### config.mk
export PLATFORM = sky130hd
export DESIGN_NAME = dtvps_ctrl
export DESIGN_NICKNAME = d
export VERILOG_FILES = /design/src/rtl/core/dtvps_pkg.sv /design/src/rtl/core/dtvps_ctrl.sv
export VERILOG_INCLUDE_DIRS = /design/src /design/src/rtl/core
export SDC_FILE = /design/constraint.sdc
export NUM_CORES = 1
export LEC_CHECK = 0
export BUFFER_PORTS_ARGS = -buffer_cell sky130_fd_sc_hd__buf_2
export CAP_MARGIN = 20
export CORE_ASPECT_RATIO = 0.75
export CORE_MARGIN = 5
export CORE_UTILIZATION = 35
export CTS_BUF_LIST = sky130_fd_sc_hd__clkbuf_4 sky130_fd_sc_hd__clkbuf_8
export DETAILED_ROUTE_END_ITERATION = 6
export PLACE_DENSITY = 0.55
export SYNTH_ARGS = -nofsm -noshare
export SYNTH_HDL_FRONTEND = slang
export SYNTH_SLANG_ARGS = --single-unit
### constraint.sdc
create_clock -name clk -period 3.4 [get_ports clk]
set_clock_uncertainty 0.1 [all_clocks]
set_input_delay 1.02 -clock clk [delete_from_list [all_inputs] [get_ports clk]]
set_output_delay 1.02 -clock clk [all_outputs]
set_load 0.01 [all_outputs]
### src/rtl/core/dual_tap_varispeed_pitch_shifter_core_macros.svh
// Assertion macros for the pitch shifter core.
// Used by dtvps_ctrl in this folder; no other dependencies.
`ifndef DUAL_TAP_VARISPEED_PITCH_SHIFTER_CORE_MACROS_SVH
`define DUAL_TAP_VARISPEED_PITCH_SHIFTER_CORE_MACROS_SVH

`ifndef ASSERT_OFF
// Check an expression at every clock edge outside reset
`define DTVPS_ASSERT_ALWAYS(lbl, clk, rst, expr) \
  lbl: assert property (@(posedge clk) disable iff (rst) (expr)) \
    else $error("dtvps assertion failed");
// Check a same-cycle implication
`define DTVPS_ASSERT_IMPL(lbl, clk, rst, ante, cons) \
  lbl: assert property (@(posedge clk) disable iff (rst) (ante) |-> (cons)) \
    else $error("dtvps assertion failed");
// Check a next-cycle implication
`define DTVPS_ASSERT_NEXT(lbl, clk, rst, ante, cons) \
  lbl: assert property (@(posedge clk) disable iff (rst) (ante) |=> (cons)) \
    else $error("dtvps assertion failed");
`else
`define DTVPS_ASSERT_ALWAYS(lbl, clk, rst, expr)
`define DTVPS_ASSERT_IMPL(lbl, clk, rst, ante, cons)
`define DTVPS_ASSERT_NEXT(lbl, clk, rst, ante, cons)
`endif

`endif

### src/rtl/core/dtvps_pkg.sv
// Shared types, constants and the quarter-sine table of the pitch shifter.
// No dependencies.
`default_nettype none

package dtvps_pkg;

  localparam int RING_DEPTH_DEF  = 2048;
  localparam int SAMPLE_BITS_DEF = 16;

  // Configuration register indexes
  localparam int CFG_IDX_W = 4;
  localparam logic [CFG_IDX_W-1:0] CFG_HALF_WINDOW = 4'd0;
  localparam logic [CFG_IDX_W-1:0] CFG_PITCH_RATIO = 4'd1;
  localparam int CFG_DATA_W = 17;

  localparam logic [9:0]  HALF_WINDOW_RST = 10'd512;
  localparam logic [16:0] RATIO_RST       = 17'd16384;
  localparam logic [16:0] RATIO_MIN       = 17'd4096;
  localparam logic [16:0] RATIO_MAX       = 17'd65536;

  // Datapath operation codes
  localparam int OP_W = 5;
  localparam logic [OP_W-1:0] OP_NOP    = 5'd0;
  localparam logic [OP_W-1:0] OP_CLEAR  = 5'd1;
  localparam logic [OP_W-1:0] OP_START  = 5'd2;
  localparam logic [OP_W-1:0] OP_MOD    = 5'd3;
  localparam logic [OP_W-1:0] OP_SETUP  = 5'd4;
  localparam logic [OP_W-1:0] OP_DIV    = 5'd5;
  localparam logic [OP_W-1:0] OP_GAIN   = 5'd6;
  localparam logic [OP_W-1:0] OP_GSQ    = 5'd7;
  localparam logic [OP_W-1:0] OP_SQINIT = 5'd8;
  localparam logic [OP_W-1:0] OP_SQRT   = 5'd9;
  localparam logic [OP_W-1:0] OP_RD     = 5'd10;
  localparam logic [OP_W-1:0] OP_COEF   = 5'd11;
  localparam logic [OP_W-1:0] OP_HMUL   = 5'd12;
  localparam logic [OP_W-1:0] OP_H1     = 5'd13;
  localparam logic [OP_W-1:0] OP_H2     = 5'd14;
  localparam logic [OP_W-1:0] OP_TAP    = 5'd15;
  localparam logic [OP_W-1:0] OP_MIXA   = 5'd16;
  localparam logic [OP_W-1:0] OP_MIXB   = 5'd17;
  localparam logic [OP_W-1:0] OP_OUT    = 5'd18;
  localparam logic [OP_W-1:0] OP_FIX    = 5'd19;
  localparam logic [OP_W-1:0] OP_DONE   = 5'd20;

  typedef struct packed {
    logic [OP_W-1:0] op;
    logic [1:0]      slot;  // point of the four-point kernel being read
    logic            tap;   // 0: tap A, 1: tap B
  } cmd_t;

  typedef struct packed {
    logic cnt_zero;  // last iteration of the serial unit
    logic clr_last;  // last entry of the clearing pass
    logic fix_ok;    // next sweep lies inside the window
    logic out_full;  // result register holds an item
  } sts_t;

  // Quarter-sine table, sin(k*pi/512) in Q15, built by a Taylor series in Q30
  localparam int SINE_ENTRIES = 257;
  localparam longint unsigned PI_Q30 = 64'd3373259426;
  localparam longint unsigned TAYLOR_DIV [6] = '{64'd6, 64'd20, 64'd42, 64'd72,
                                                 64'd110, 64'd156};

  typedef logic [15:0] sine_rom_t [SINE_ENTRIES];

  function automatic sine_rom_t build_sine_rom();
    sine_rom_t rom;
    longint unsigned x, x2, term, acc;
    for (int k = 0; k < SINE_ENTRIES; k++) begin
      x    = (longint'(k) * PI_Q30) >> 9;
      x2   = (x * x) >> 30;
      term = x;
      acc  = x;
      for (int j = 0; j < 6; j++) begin
        term = ((term * x2) >> 30) / TAYLOR_DIV[j];
        if ((j % 2) == 0) acc = acc - term;
        else              acc = acc + term;
      end
      rom[k] = 16'((acc + 64'd16384) >> 15);
    end
    return rom;
  endfunction

  localparam sine_rom_t SINE_ROM = build_sine_rom();

endpackage

`default_nettype wire

### src/rtl/core/dtvps_ctrl.sv
// Sequencer of the pitch shifter: issues one datapath operation per cycle.
// Depends on dtvps_pkg and the assertion macro header.
`default_nettype none
`include "dual_tap_varispeed_pitch_shifter_core_macros.svh"

module dtvps_ctrl
  import dtvps_pkg::*;
(
  input  logic clk,
  input  logic rst,
  input  logic in_valid,
  output logic in_ready,
  input  sts_t sts,
  output cmd_t cmd
);

  localparam logic [4:0] S_CLEAR  = 5'd0;
  localparam logic [4:0] S_IDLE   = 5'd1;
  localparam logic [4:0] S_MOD    = 5'd2;
  localparam logic [4:0] S_SETUP  = 5'd3;
  localparam logic [4:0] S_DIV    = 5'd4;
  localparam logic [4:0] S_GAIN   = 5'd5;
  localparam logic [4:0] S_GSQ    = 5'd6;
  localparam logic [4:0] S_SQINIT = 5'd7;
  localparam logic [4:0] S_SQRT   = 5'd8;
  localparam logic [4:0] S_RD     = 5'd9;
  localparam logic [4:0] S_WAIT   = 5'd10;
  localparam logic [4:0] S_COEF   = 5'd11;
  localparam logic [4:0] S_HM1    = 5'd12;
  localparam logic [4:0] S_H1     = 5'd13;
  localparam logic [4:0] S_HM2    = 5'd14;
  localparam logic [4:0] S_H2     = 5'd15;
  localparam logic [4:0] S_HM3    = 5'd16;
  localparam logic [4:0] S_TAP    = 5'd17;
  localparam logic [4:0] S_MIXA   = 5'd18;
  localparam logic [4:0] S_MIXB   = 5'd19;
  localparam logic [4:0] S_OUT    = 5'd20;
  localparam logic [4:0] S_FIX    = 5'd21;

  logic [4:0] state, state_next;
  logic [1:0] rd_k, rd_k_next;
  logic       tap_sel, tap_sel_next;

  assign in_ready = (state == S_IDLE);

  // Next state and the operation for this cycle
  always_comb begin
    state_next   = state;
    rd_k_next    = rd_k;
    tap_sel_next = tap_sel;
    cmd.op       = OP_NOP;
    cmd.slot     = rd_k;
    cmd.tap      = tap_sel;
    unique case (state)
      S_CLEAR: begin
        cmd.op = OP_CLEAR;
        if (sts.clr_last) state_next = S_IDLE;
      end
      S_IDLE: begin
        if (in_valid) begin
          cmd.op     = OP_START;
          state_next = S_MOD;
        end
      end
      S_MOD: begin
        cmd.op = OP_MOD;
        if (sts.cnt_zero) state_next = S_SETUP;
      end
      S_SETUP: begin
        cmd.op     = OP_SETUP;
        state_next = S_DIV;
      end
      S_DIV: begin
        cmd.op = OP_DIV;
        if (sts.cnt_zero) state_next = S_GAIN;
      end
      S_GAIN: begin
        cmd.op     = OP_GAIN;
        state_next = S_GSQ;
      end
      S_GSQ: begin
        cmd.op     = OP_GSQ;
        state_next = S_SQINIT;
      end
      S_SQINIT: begin
        cmd.op     = OP_SQINIT;
        state_next = S_SQRT;
      end
      S_SQRT: begin
        cmd.op = OP_SQRT;
        if (sts.cnt_zero) begin
          state_next   = S_RD;
          rd_k_next    = 2'd0;
          tap_sel_next = 1'b0;
        end
      end
      S_RD: begin
        cmd.op    = OP_RD;
        rd_k_next = rd_k + 2'd1;
        if (rd_k == 2'd3) state_next = S_WAIT;
      end
      S_WAIT:  state_next = S_COEF;
      S_COEF: begin
        cmd.op     = OP_COEF;
        state_next = S_HM1;
      end
      S_HM1: begin
        cmd.op     = OP_HMUL;
        state_next = S_H1;
      end
      S_H1: begin
        cmd.op     = OP_H1;
        state_next = S_HM2;
      end
      S_HM2: begin
        cmd.op     = OP_HMUL;
        state_next = S_H2;
      end
      S_H2: begin
        cmd.op     = OP_H2;
        state_next = S_HM3;
      end
      S_HM3: begin
        cmd.op     = OP_HMUL;
        state_next = S_TAP;
      end
      S_TAP: begin
        cmd.op = OP_TAP;
        if (tap_sel) begin
          state_next = S_MIXA;
        end else begin
          tap_sel_next = 1'b1;
          rd_k_next    = 2'd0;
          state_next   = S_RD;
        end
      end
      S_MIXA: begin
        cmd.op     = OP_MIXA;
        state_next = S_MIXB;
      end
      S_MIXB: begin
        cmd.op     = OP_MIXB;
        state_next = S_OUT;
      end
      S_OUT: begin
        // hold until the result register is free
        if (!sts.out_full) begin
          cmd.op     = OP_OUT;
          state_next = S_FIX;
        end
      end
      S_FIX: begin
        if (sts.fix_ok) begin
          cmd.op     = OP_DONE;
          state_next = S_IDLE;
        end else begin
          cmd.op = OP_FIX;
        end
      end
      default: state_next = S_IDLE;
    endcase
  end

  always_ff @(posedge clk) begin
    if (rst) begin
      state   <= S_CLEAR;
      rd_k    <= 2'd0;
      tap_sel <= 1'b0;
    end else begin
      state   <= state_next;
      rd_k    <= rd_k_next;
      tap_sel <= tap_sel_next;
    end
  end

  `DTVPS_ASSERT_NEXT(a_accept_starts, clk, rst, in_valid && in_ready, state == S_MOD)
  `DTVPS_ASSERT_IMPL(a_out_free, clk, rst, cmd.op == OP_OUT, !sts.out_full)
  `DTVPS_ASSERT_IMPL(a_done_in_window, clk, rst, cmd.op == OP_DONE, sts.fix_ok)

endmodule

`default_nettype wire

==> results of run 1 <==
-- per-stage QoR --
stage | cells | util [%] | hold slack, ns | instance area (um^2)
3_3_place_gp | 157 | 39.67 | 0.3791 | 900.9
3_5_place_dp | 157 | 39.67 | 0.3953 | 900.9
6_report | 160 | 40.66 | 0.4026 | 923.4
5_1_grt | 160 | 40.66 | 0.4346 | 923.4
4_1_cts | 160 | 40.66 | 0.4037 | 923.4
2_1_floorplan | 116 | - | 0.4147 | 822.0
-- logic make-up after synthesis --
group	count (synthesis)	synth area share (%)
AOI/OAI and AO/OA	46	37.90
adders and majority gates	1	1.522
buffers and inverters	16	10.20
DFF	8	19.48
muxes	2	2.587
and+or+nand+nor	43	28.31
-- power groups by stage --
stage / sequential, mW / combinational [mW] / clock (mW)
final: 0.140 / 0.193 / 0.0781
after global routing: 0.143 / 0.215 / 0.0880
after floorplan: 0.111 / 0.177 / 0
after CTS: 0.139 / 0.192 / 0.0781
after detailed placement: 0.141 / 0.191 / 0
after global placement: 0.142 / 0.189 / 0
-- worst max-delay path: stages (launching register included) --
cell	delay [ns]
sky130_fd_sc_hd__dfxtp_1	0.64
sky130_fd_sc_hd__or2_1	0.30
sky130_fd_sc_hd__nand3_1	0.11
sky130_fd_sc_hd__o22ai_1	0.25
sky130_fd_sc_hd__a22o_1	0.18
sky130_fd_sc_hd__buf_2	0.13
-- metal layers --
metal	vias up	wire (um)
li1	452	-
met1	399	1178
met2	43	927
met3	2	210
met4	0	6
met5	-	0
-- registers in the layout, indices dropped and copies added, names as in the netlist --
name     flops
tap_sel      1
state        5
rd_k         2
-- cells in the mapped netlist, drive strengths merged, types with 3 or more instances --
library cell and n:
o22ai 4, nand3 3, inv 4, nor2 10
nand2b 5, o21ai 8, clkbuf 3, dfxtp 8
buf 9, nand4 3, a21oi 16, or2 3
nor2b 3, nand2 8
-- final cells by class --
type                    instances  area (um^2)
clock buffers                   3        22.52
fillers                       248         1348
inverters                       4        15.01
multi-input cells              92        578.1
flip-flops and latches          8        160.2
well taps                      34        42.54
repair buffers                 19        105.1
-- worst min-delay path by stage --
stage / from / endpoint / slack (ns) / cells after the start
floorplan: rd_k[1]$_SDFFE_PP0P_ / rd_k[1]$_SDFFE_PP0P_ / 0.41 / 2
global placement: rd_k[1]$_SDFFE_PP0P_ / rd_k[1]$_SDFFE_PP0P_ / 0.38 / 2
detailed placement: rd_k[1]$_SDFFE_PP0P_ / rd_k[1]$_SDFFE_PP0P_ / 0.40 / 2
CTS: rd_k[1]$_SDFFE_PP0P_ / rd_k[1]$_SDFFE_PP0P_ / 0.40 / 2
global route: rd_k[1]$_SDFFE_PP0P_ / rd_k[1]$_SDFFE_PP0P_ / 0.43 / 2
finish: rd_k[1]$_SDFFE_PP0P_ / rd_k[1]$_SDFFE_PP0P_ / 0.40 / 2
==> out/qor.tcl, run 1 <==
set qor(rr_endpoint) {state[4]$_SDFFE_PP0P_}
set qor(cts_repair_resize_count) 0
set qor(reg2reg_slack_ns) 1.36
set qor(tritoncts) {built}
set qor(final_common_cell) {sky130_fd_sc_hd__a21oi_1}
set qor(share_of_synthesized_area_occupied_by_flip_flops_and_latches_pct) 19.48
set qor(hold_class) {reg -> reg}
set qor(die_area_um2) 3428
set qor(tritoncts.num_buffers) 3
set qor(unrepaired_setup_endpoints_after_global_routing) {no}
set qor(setup.worst_path.start_class) {flip-flop}
set qor(setup_tns_final_ns) 0
set qor(timing.final.setup_violations) 0
set qor(design.core.area_um2) 2271
set qor(num_vias) 896
set qor(swShare_pct) 44.17
set qor(synth_top_area_cell) {sky130_fd_sc_hd__dfxtp_1}
set qor(postCtsSetupRepairBufs) 0
set qor(syn_avg_cell_area_um2) 7.087
set qor(power-per-cell-area_nw_per_um2) 445.3
set qor(fin_ws_ns) 0.4058
set qor(max-cap-violations) 0
set qor(timing.critical_path.to) {cmd[3]}
set qor(design.final.nets) 136
set qor(routed_wire_length_per_instance_um) 14.51
set qor(synth-seq-cells) 8
set qor(worst_slew_margin_rel_pct) 58.82
set qor(netlist_area_um2) 822.0
set qor(share_of_final_layout_standard_cells_stronger_than_drive_strength_1_pct) 22.22
set qor(timing.critical_path.from) {state[2]$_SDFFE_PP0P_}
set qor(internal-power_uw) 229.5
set qor(met1_usage_pct) 23.29
set qor(synth_flop_cell) {sky130_fd_sc_hd__dfxtp_1}
set qor(antenna_found_initial) 0
set qor(ctsRootBufferMaster) {sky130_fd_sc_hd__clkbuf_4}
set qor(period_share_pct) 88.07
set qor(groute.usage.overall_pct) 15.17
set qor(htree_levels) 1
set qor(areaGrowthSynthToFinish_pct) 12.33
set qor(power.ir.vdd_worst_uv) 285.3
set qor(outcome) {finished clean}
set qor(timing.critical_path.fanout_max) 17
set qor(initial_util_pct) 36.20
set qor(dr.first_iter.drc_count) 71
set qor(ios) 16
set qor(synthesis.nets) 124
set qor(clock_path_buffers) 2
set qor(arrival_time_of_the_worst_setup_path_ns) 1.87
set qor(least_margin_pin_slew_ns) 0.6169
set qor(gpl.final_weighted_congestion) 0.8213
set qor(route.final.wire_length_um) 2322
set qor(ys_top_cells_by_area) {sky130_fd_sc_hd__dfxtp_1 19%, sky130_fd_sc_hd__a21oi_1 9.7%, sky130_fd_sc_hd__nor2_1 4.6%}
set qor(worst_r2r_startpoint) {state[0]$_SDFFE_PP0P_}
set qor(grt.busiest_layer) {met1}
set qor(total_power_uw) 411.1
set qor(worst_setup_hold_path_clk_slew_ns) 0.06
set qor(avgViaCountPerCell) 5.600
set qor(async_reset_ff_share_pct) 0
set qor(synth_enable_flop_cells) 0
set qor(first_global_vias) 817
set qor(p_leak_nw) 0.3392
set qor(globalRouteMet3Util_pct) 5.184
set qor(grt_pass1_wl_um) 4015
set qor(seqPwrFrac_pct) 34.0
set qor(clkSinkCount) 8
set qor(dp.final_hpwl_um) 1721
set qor(endpoint_type_of_the_worst_setup_path) {primary output}
set qor(grtUsageMet2_pct) 19.97
set qor(power.switching_uw) 181.6
set qor(worst_r2r_path_depth) 4
set qor(drt_pass1_iterations) 4
set qor(postSynthCellCount) 116
set qor(largest_net_degree_at_the_start_of_global_routing) 21
set qor(report.final.hold_viol_count) 0
set qor(detailedPlace.worstSlack_ns) 0.4785
set qor(share_comb_of_total_power_pct) 47.0
set qor(achievable-frequency_mhz) 334.0
set qor(insertion_delay_ns) 0.26
set qor(die_h_um) 51.97
set qor(yosys_warnings) 0
set qor(final_min_period_ns) 2.994
set qor(insertedDiodeCount) 0
set qor(gr-total-overflow) 0
set qor(criticalPathCategory) {reg -> out}
set qor(synth_cell_type_count) 44
set qor(finalMaxSlewViolations) 0
set qor(worst-endpoint-required_ns) 2.28
set qor(port_buffers) 15
set qor(route.antenna.remaining_nets) 0
set qor(rows) 15
set qor(holdBufCountCts) 0
set qor(clock_power_share_pct) 19.0
set qor(most-common-layout-cells) {16 x sky130_fd_sc_hd__a21oi_1, 15 x sky130_fd_sc_hd__buf_2, 10 x sky130_fd_sc_hd__nor2_1}
set qor(post-synth-top-area-fraction_pct) 19.48
set qor(remaining_drc_errors) 0
set qor(die_w_um) 65.96
Note: power is estimated with default switching activity, not from simulation.
==> run 2: changes to the inputs <==
REMOVE_ABC_BUFFERS = 1   (was default)
==> run 2 against run 1 <==
Global-route usage decreased by 1.3 points. Combinational power grew 4%. Maximum frequency increased by 0.15%. Sequential power is 3% lower. Register-to-register slack improved by 0.05 ns. Critical path type unchanged. Critical endpoint is now cmd[4]. Largest cell class unchanged. Highest routed layer is now met3.
==> out/qor.tcl, run 2 (synthesis results as in run 1) <==
set qor(remaining_drc_errors) 0
set qor(slowest_delay_ns) 0.77
set qor(least_margin_pin_slew_ns) 0.7013
set qor(tritoncts.num_buffers) 3
set qor(drt_pass1_iterations) 5
set qor(htree_levels) 1
set qor(share_comb_of_total_power_pct) 49.1
set qor(largest_register_ffs) 5
set qor(regMostFlops) {state}
set qor(reg.largest.list) {state (5), rd_k (2), tap_sel (1)}
set qor(postCtsSetupRepairBufs) 0
set qor(post-route-util_pct) 40.66
set qor(clock_power_share_pct) 17.6
set qor(period_share_pct) 87.93
set qor(layout.cell_area.non_filler_um2) 923.4
set qor(timing.critical_path.fanout_max) 21
set qor(route.final.wire_length_um) 2151
set qor(clock_path_buffers) 2
set qor(tritoncts) {built}
set qor(gr-total-overflow) 0
set qor(arrival_time_of_the_worst_setup_path_ns) 1.87
set qor(ctsRootBufferMaster) {sky130_fd_sc_hd__clkbuf_4}
set qor(share_of_final_layout_standard_cells_stronger_than_drive_strength_1_pct) 22.22
set qor(port_buffers) 15
set qor(setup.worst_path.start_class) {flip-flop}
set qor(max-cap-violations) 0
set qor(routed_wire_length_per_instance_um) 13.44
set qor(total_power_uw) 407.5
set qor(largest_net_degree_at_the_start_of_global_routing) 22
set qor(achievable-frequency_mhz) 334.5
set qor(areaGrowthSynthToFinish_pct) 12.33
set qor(fillers) 240
set qor(clkSinkCount) 8
set qor(grt_pass1_wl_um) 3746
set qor(avgViaCountPerCell) 5.519
set qor(power.switching_uw) 173.9
set qor(worst_case_hold_slack_ns) 0.4017
set qor(initial_util_pct) 36.20
set qor(p_leak_nw) 0.3389
set qor(insertedDiodeCount) 0
set qor(setup_tns_final_ns) 0
set qor(die_w_um) 65.96
set qor(design.final.nets) 136
set qor(timing.final.setup_violations) 0
set qor(power.ir.vdd_worst_uv) 159.7
set qor(dr.first_iter.drc_count) 116
set qor(endpoint_type_of_the_worst_setup_path) {primary output}
set qor(dpl_cell_area_um2) 900.9
set qor(rows) 15
set qor(criticalPathCategory) {reg -> out}
set qor(finalMaxSlewViolations) 0
set qor(hold_class) {reg -> reg}
set qor(route.antenna.remaining_nets) 0
set qor(outcome) {finished clean}
set qor(holdBufCountCts) 0
set qor(swShare_pct) 42.68
set qor(die_h_um) 51.97
set qor(unrepaired_setup_endpoints_after_global_routing) {no}
set qor(final_common_cell) {sky130_fd_sc_hd__a21oi_1}
set qor(groute.usage.overall_pct) 13.84
set qor(ios) 16
set qor(most-common-layout-cells) {16 x sky130_fd_sc_hd__a21oi_1, 15 x sky130_fd_sc_hd__buf_2, 10 x sky130_fd_sc_hd__nor2_1}
set qor(first_global_vias) 787
set qor(worst-endpoint-required_ns) 2.28
set qor(report.final.hold_viol_count) 0
set qor(seqPwrFrac_pct) 33.3
set qor(dp.final_hpwl_um) 1604
set qor(final_min_period_ns) 2.990
set qor(internal-power_uw) 233.6
set qor(insertion_delay_ns) 0.25
set qor(num_vias) 883
set qor(worst_setup_hold_path_clk_slew_ns) 0.05
set qor(antenna_found_initial) 0
set qor(die_area_um2) 3428
set qor(crit_slowest_cell) {sky130_fd_sc_hd__dfxtp_1}
set qor(power-per-cell-area_nw_per_um2) 441.3
set qor(worst_slew_margin_rel_pct) 53.18
set qor(cts_repair_resize_count) 0
set qor(gpl.final_weighted_congestion) 0.8073
set qor(design.core.area_um2) 2271
set qor(cp_cell_sequence) {nor2_1, a32oi_1, o221ai_1, buf_2}
==> run 2: cell counts in the layout (fill, tap and decap cells not counted) <==
No cell type changed its count.
==> run 2: power groups by stage <==
stage	Combinational, mW	Sequential, mW	Clock, mW
4_1_cts	0.199	0.135	0.0744
2_1_floorplan	0.128	0.137	0
5_1_grt	0.223	0.139	0.0800
3_5_place_dp	0.198	0.137	0
3_3_place_gp	0.199	0.136	0
6_report	0.200	0.136	0.0717
==> run 2: final timing paths <==
kind	from	endpoint	cells past startpoint	slack (ns)
setup / recovery	state[3]$_SDFFE_PP0P_	cmd[4]	4	0.41
hold reg to reg	rd_k[1]$_SDFFE_PP0P_	rd_k[1]$_SDFFE_PP0P_	2	0.40
setup reg to reg	state[2]$_SDFFE_PP0P_	state[0]$_SDFFE_PP0P_	5	1.41
hold / removal	rd_k[1]$_SDFFE_PP0P_	rd_k[1]$_SDFFE_PP0P_	2	0.40
==> run 2: layout make-up <==
class                           count  area (um^2)  area share [%]
Sequential cell                     8        160.2           17.34
Inverter                            4        15.01           1.626
Tap cell                           34        42.54           4.607
Timing Repair Buffer               19        105.1           11.38
Clock buffer                        3        22.52           2.439
Multi-Input combinational cell     92        578.1           62.60
==> run 2: critical path, delay by kind of cell (launching register included) <==
family | cells | cell delay, ns
flops | 1 | 0.77
buf+inv | 1 | 0.17
simple gates | 1 | 0.23
compound gates | 2 | 0.45
==> run 2: per-stage QoR <==
step	setup WS, ns	instances
detailed placement	0.5362	157
global placement	0.5490	157
finish	0.4103	160
floorplan	0.7685	104
CTS	0.4553	160
global route	0.3165	160
==> run 2: layer usage <==
metal / wire [um] / vias up / track usage, %
li1: - / 455 / -
met1: 1156 / 404 / 21.58
met2: 896 / 24 / 19.30
met3: 98 / 0 / 3.672
met4: 0 / 0 / 1.014
met5: 0 / - / 0
==> run 3: changes to the inputs <==
PLACE_DENSITY = default   (was 0.55)
==> run 3 against run 2 <==
Setup slack worse by 0.029 ns. Final area is 1.6% lower. Sequential cell count stayed put. Combinational power is 11% lower. Sequential power is 9% higher. Largest power group unchanged.
==> out/qor.tcl, run 3 (synthesis results as in run 1) <==
set qor(outcome) {finished clean}
set qor(groute.usage.overall_pct) 13.46
set qor(setup_tns_final_ns) 0
set qor(worst_case_hold_slack_ns) 0.4196
set qor(die_w_um) 65.96
set qor(port_buffers) 15
set qor(total_power_uw) 400.0
set qor(largest_register_ffs) 5
set qor(insertion_delay_ns) 0.26
set qor(largest_net_degree_at_the_start_of_global_routing) 22
set qor(post_layout_nonfiller_instances) 158
set qor(reg.largest.list) {state (5), rd_k (2), tap_sel (1)}
set qor(worst_slew_margin_rel_pct) 51.66
set qor(worst-endpoint-required_ns) 2.28
set qor(antenna_found_initial) 0
set qor(reg2reg_slack_ns) 1.35
set qor(tritoncts) {built}
set qor(remaining_drc_errors) 0
set qor(dr.max_layer_used) {met3}
set qor(p_leak_nw) 0.3285
set qor(least_margin_pin_slew_ns) 0.7241
set qor(route.final.wire_length_um) 2220
set qor(gr-total-overflow) 0
set qor(worst_r2r_path_depth) 4
set qor(postCtsSetupRepairBufs) 0
set qor(areaGrowthSynthToFinish_pct) 10.50
set qor(insertedDiodeCount) 0
set qor(die_h_um) 51.97
set qor(crit_slowest_cell) {sky130_fd_sc_hd__dfxtp_1}
set qor(worst_r2r_startpoint) {state[0]$_SDFFE_PP0P_}
set qor(layout.cell_area.non_filler_um2) 908.4
set qor(dr_wl_met2_um) 946
set qor(design.core.area_um2) 2271
set qor(timing.final.setup_violations) 0
set qor(ios) 16
set qor(period_share_pct) 88.79
set qor(arrival_time_of_the_worst_setup_path_ns) 1.90
set qor(most-common-layout-cells) {16 x sky130_fd_sc_hd__a21oi_1, 15 x sky130_fd_sc_hd__buf_2, 10 x sky130_fd_sc_hd__nor2_1}
set qor(routed_wire_length_per_instance_um) 14.05
set qor(endpoint_type_of_the_worst_setup_path) {primary output}
set qor(tritoncts.num_buffers) 3
set qor(num_vias) 901
set qor(route.antenna.remaining_nets) 0
set qor(power-per-cell-area_nw_per_um2) 440.3
set qor(unrepaired_setup_endpoints_after_global_routing) {no}
set qor(dp_cells) 155
set qor(clock_path_buffers) 2
set qor(criticalPathCategory) {reg -> out}
set qor(drt_pass1_iterations) 4
set qor(rows) 15
set qor(initial_util_pct) 36.20
set qor(final_common_cell) {sky130_fd_sc_hd__a21oi_1}
set qor(power.ir.vdd_worst_uv) 191.0
set qor(gpl.final_weighted_congestion) 0.7834
set qor(min_delay_worst_endpoint) {rd_k[0]$_SDFFE_PP0P_}
set qor(achievable-frequency_mhz) 331.2
set qor(design.final.nets) 134
set qor(dr.first_iter.drc_count) 103
set qor(number_of_instances_on_the_worst_hold_path) 2
set qor(slowest_delay_ns) 0.77
set qor(die_area_um2) 3428
set qor(cts_repair_resize_count) 0
set qor(clkSinkCount) 8
set qor(drt-met1-wl_um) 1131
set qor(htree_levels) 1
set qor(rr_endpoint) {state[4]$_SDFFE_PP0P_}
set qor(share_of_final_layout_standard_cells_stronger_than_drive_strength_1_pct) 20.97
set qor(worst_setup_hold_path_clk_slew_ns) 0.05
set qor(hold_class) {reg -> reg}
set qor(regMostFlops) {state}
set qor(avgViaCountPerCell) 5.703
set qor(finalMaxSlewViolations) 0
set qor(cp_cell_sequence) {or2_1, nand3_1, o22ai_1, a22o_1, buf_2}
set qor(grt_pass1_wl_um) 3594
set qor(min-delay-start) {rd_k[0]$_SDFFE_PP0P_}
set qor(timing.critical_path.fanout_max) 21
set qor(setup.worst_path.start_class) {flip-flop}
set qor(met3RoutedLength_um) 141
set qor(first_global_vias) 754
set qor(dp.final_hpwl_um) 1549
set qor(holdBufCountCts) 0
set qor(ctsRootBufferMaster) {sky130_fd_sc_hd__clkbuf_4}
set qor(final_min_period_ns) 3.019
set qor(dpl_cell_area_um2) 885.9
set qor(report.final.hold_viol_count) 0
set qor(max-cap-violations) 0
## run 3: worst max path at each step
| stage | start | endpoint |
|---|---|---|
| after floorplan | sts[0] | cmd[7] |
| after global placement | sts[1] | cmd[4] |
| after detailed placement | in_valid | cmd[4] |
| after CTS | state[1]$_SDFFE_PP0P_ | cmd[3] |
| after global routing | state[1]$_SDFFE_PP0P_ | cmd[3] |
| final | state[1]$_SDFFE_PP0P_ | cmd[3] |
## run 3: metrics by stage
step	setup WS (ns)	util (%)
floorplan	0.7685	-
finish	0.3810	40.00
CTS	0.3791	40.00
global route	0.2082	40.00
global placement	0.5461	39.01
detailed placement	0.5467	39.01
## run 3: final cells by class
cell class	count	area, um^2
multi-input cells	92	578.1
flip-flops and latches	8	160.2
well taps	34	42.54
fillers	241	1363
inverters	4	15.01
repair buffers	17	90.09
clock buffers	3	22.52
## run 3: report_power, final
group | total [mW] | internal, mW | leakage (nW) | switching (mW)
logic | 0.178 | 0.0823 | 0.250 | 0.0958
registers | 0.148 | 0.103 | 0.0649 | 0.0454
clock network | 0.0738 | 0.0405 | 0.0138 | 0.0334
total | 0.400 | 0.225 | 0.328 | 0.175
## run 3: worst max-delay path: cells and delay by family, from the launching register on
kind | cells | cell delay [ns]
buffers and inverters | 1 | 0.12
AND/OR/NAND/NOR | 2 | 0.40
AO/OA/AOI/OAI | 2 | 0.34
flip-flops | 1 | 0.77
## run 3: routing by layer
layer / GRT usage, % / vias to the layer above
met5: 0 / -
met4: 3.041 / 0
met3: 4.320 / 0
met2: 18.30 / 29
met1: 20.10 / 426
li1: - / 446
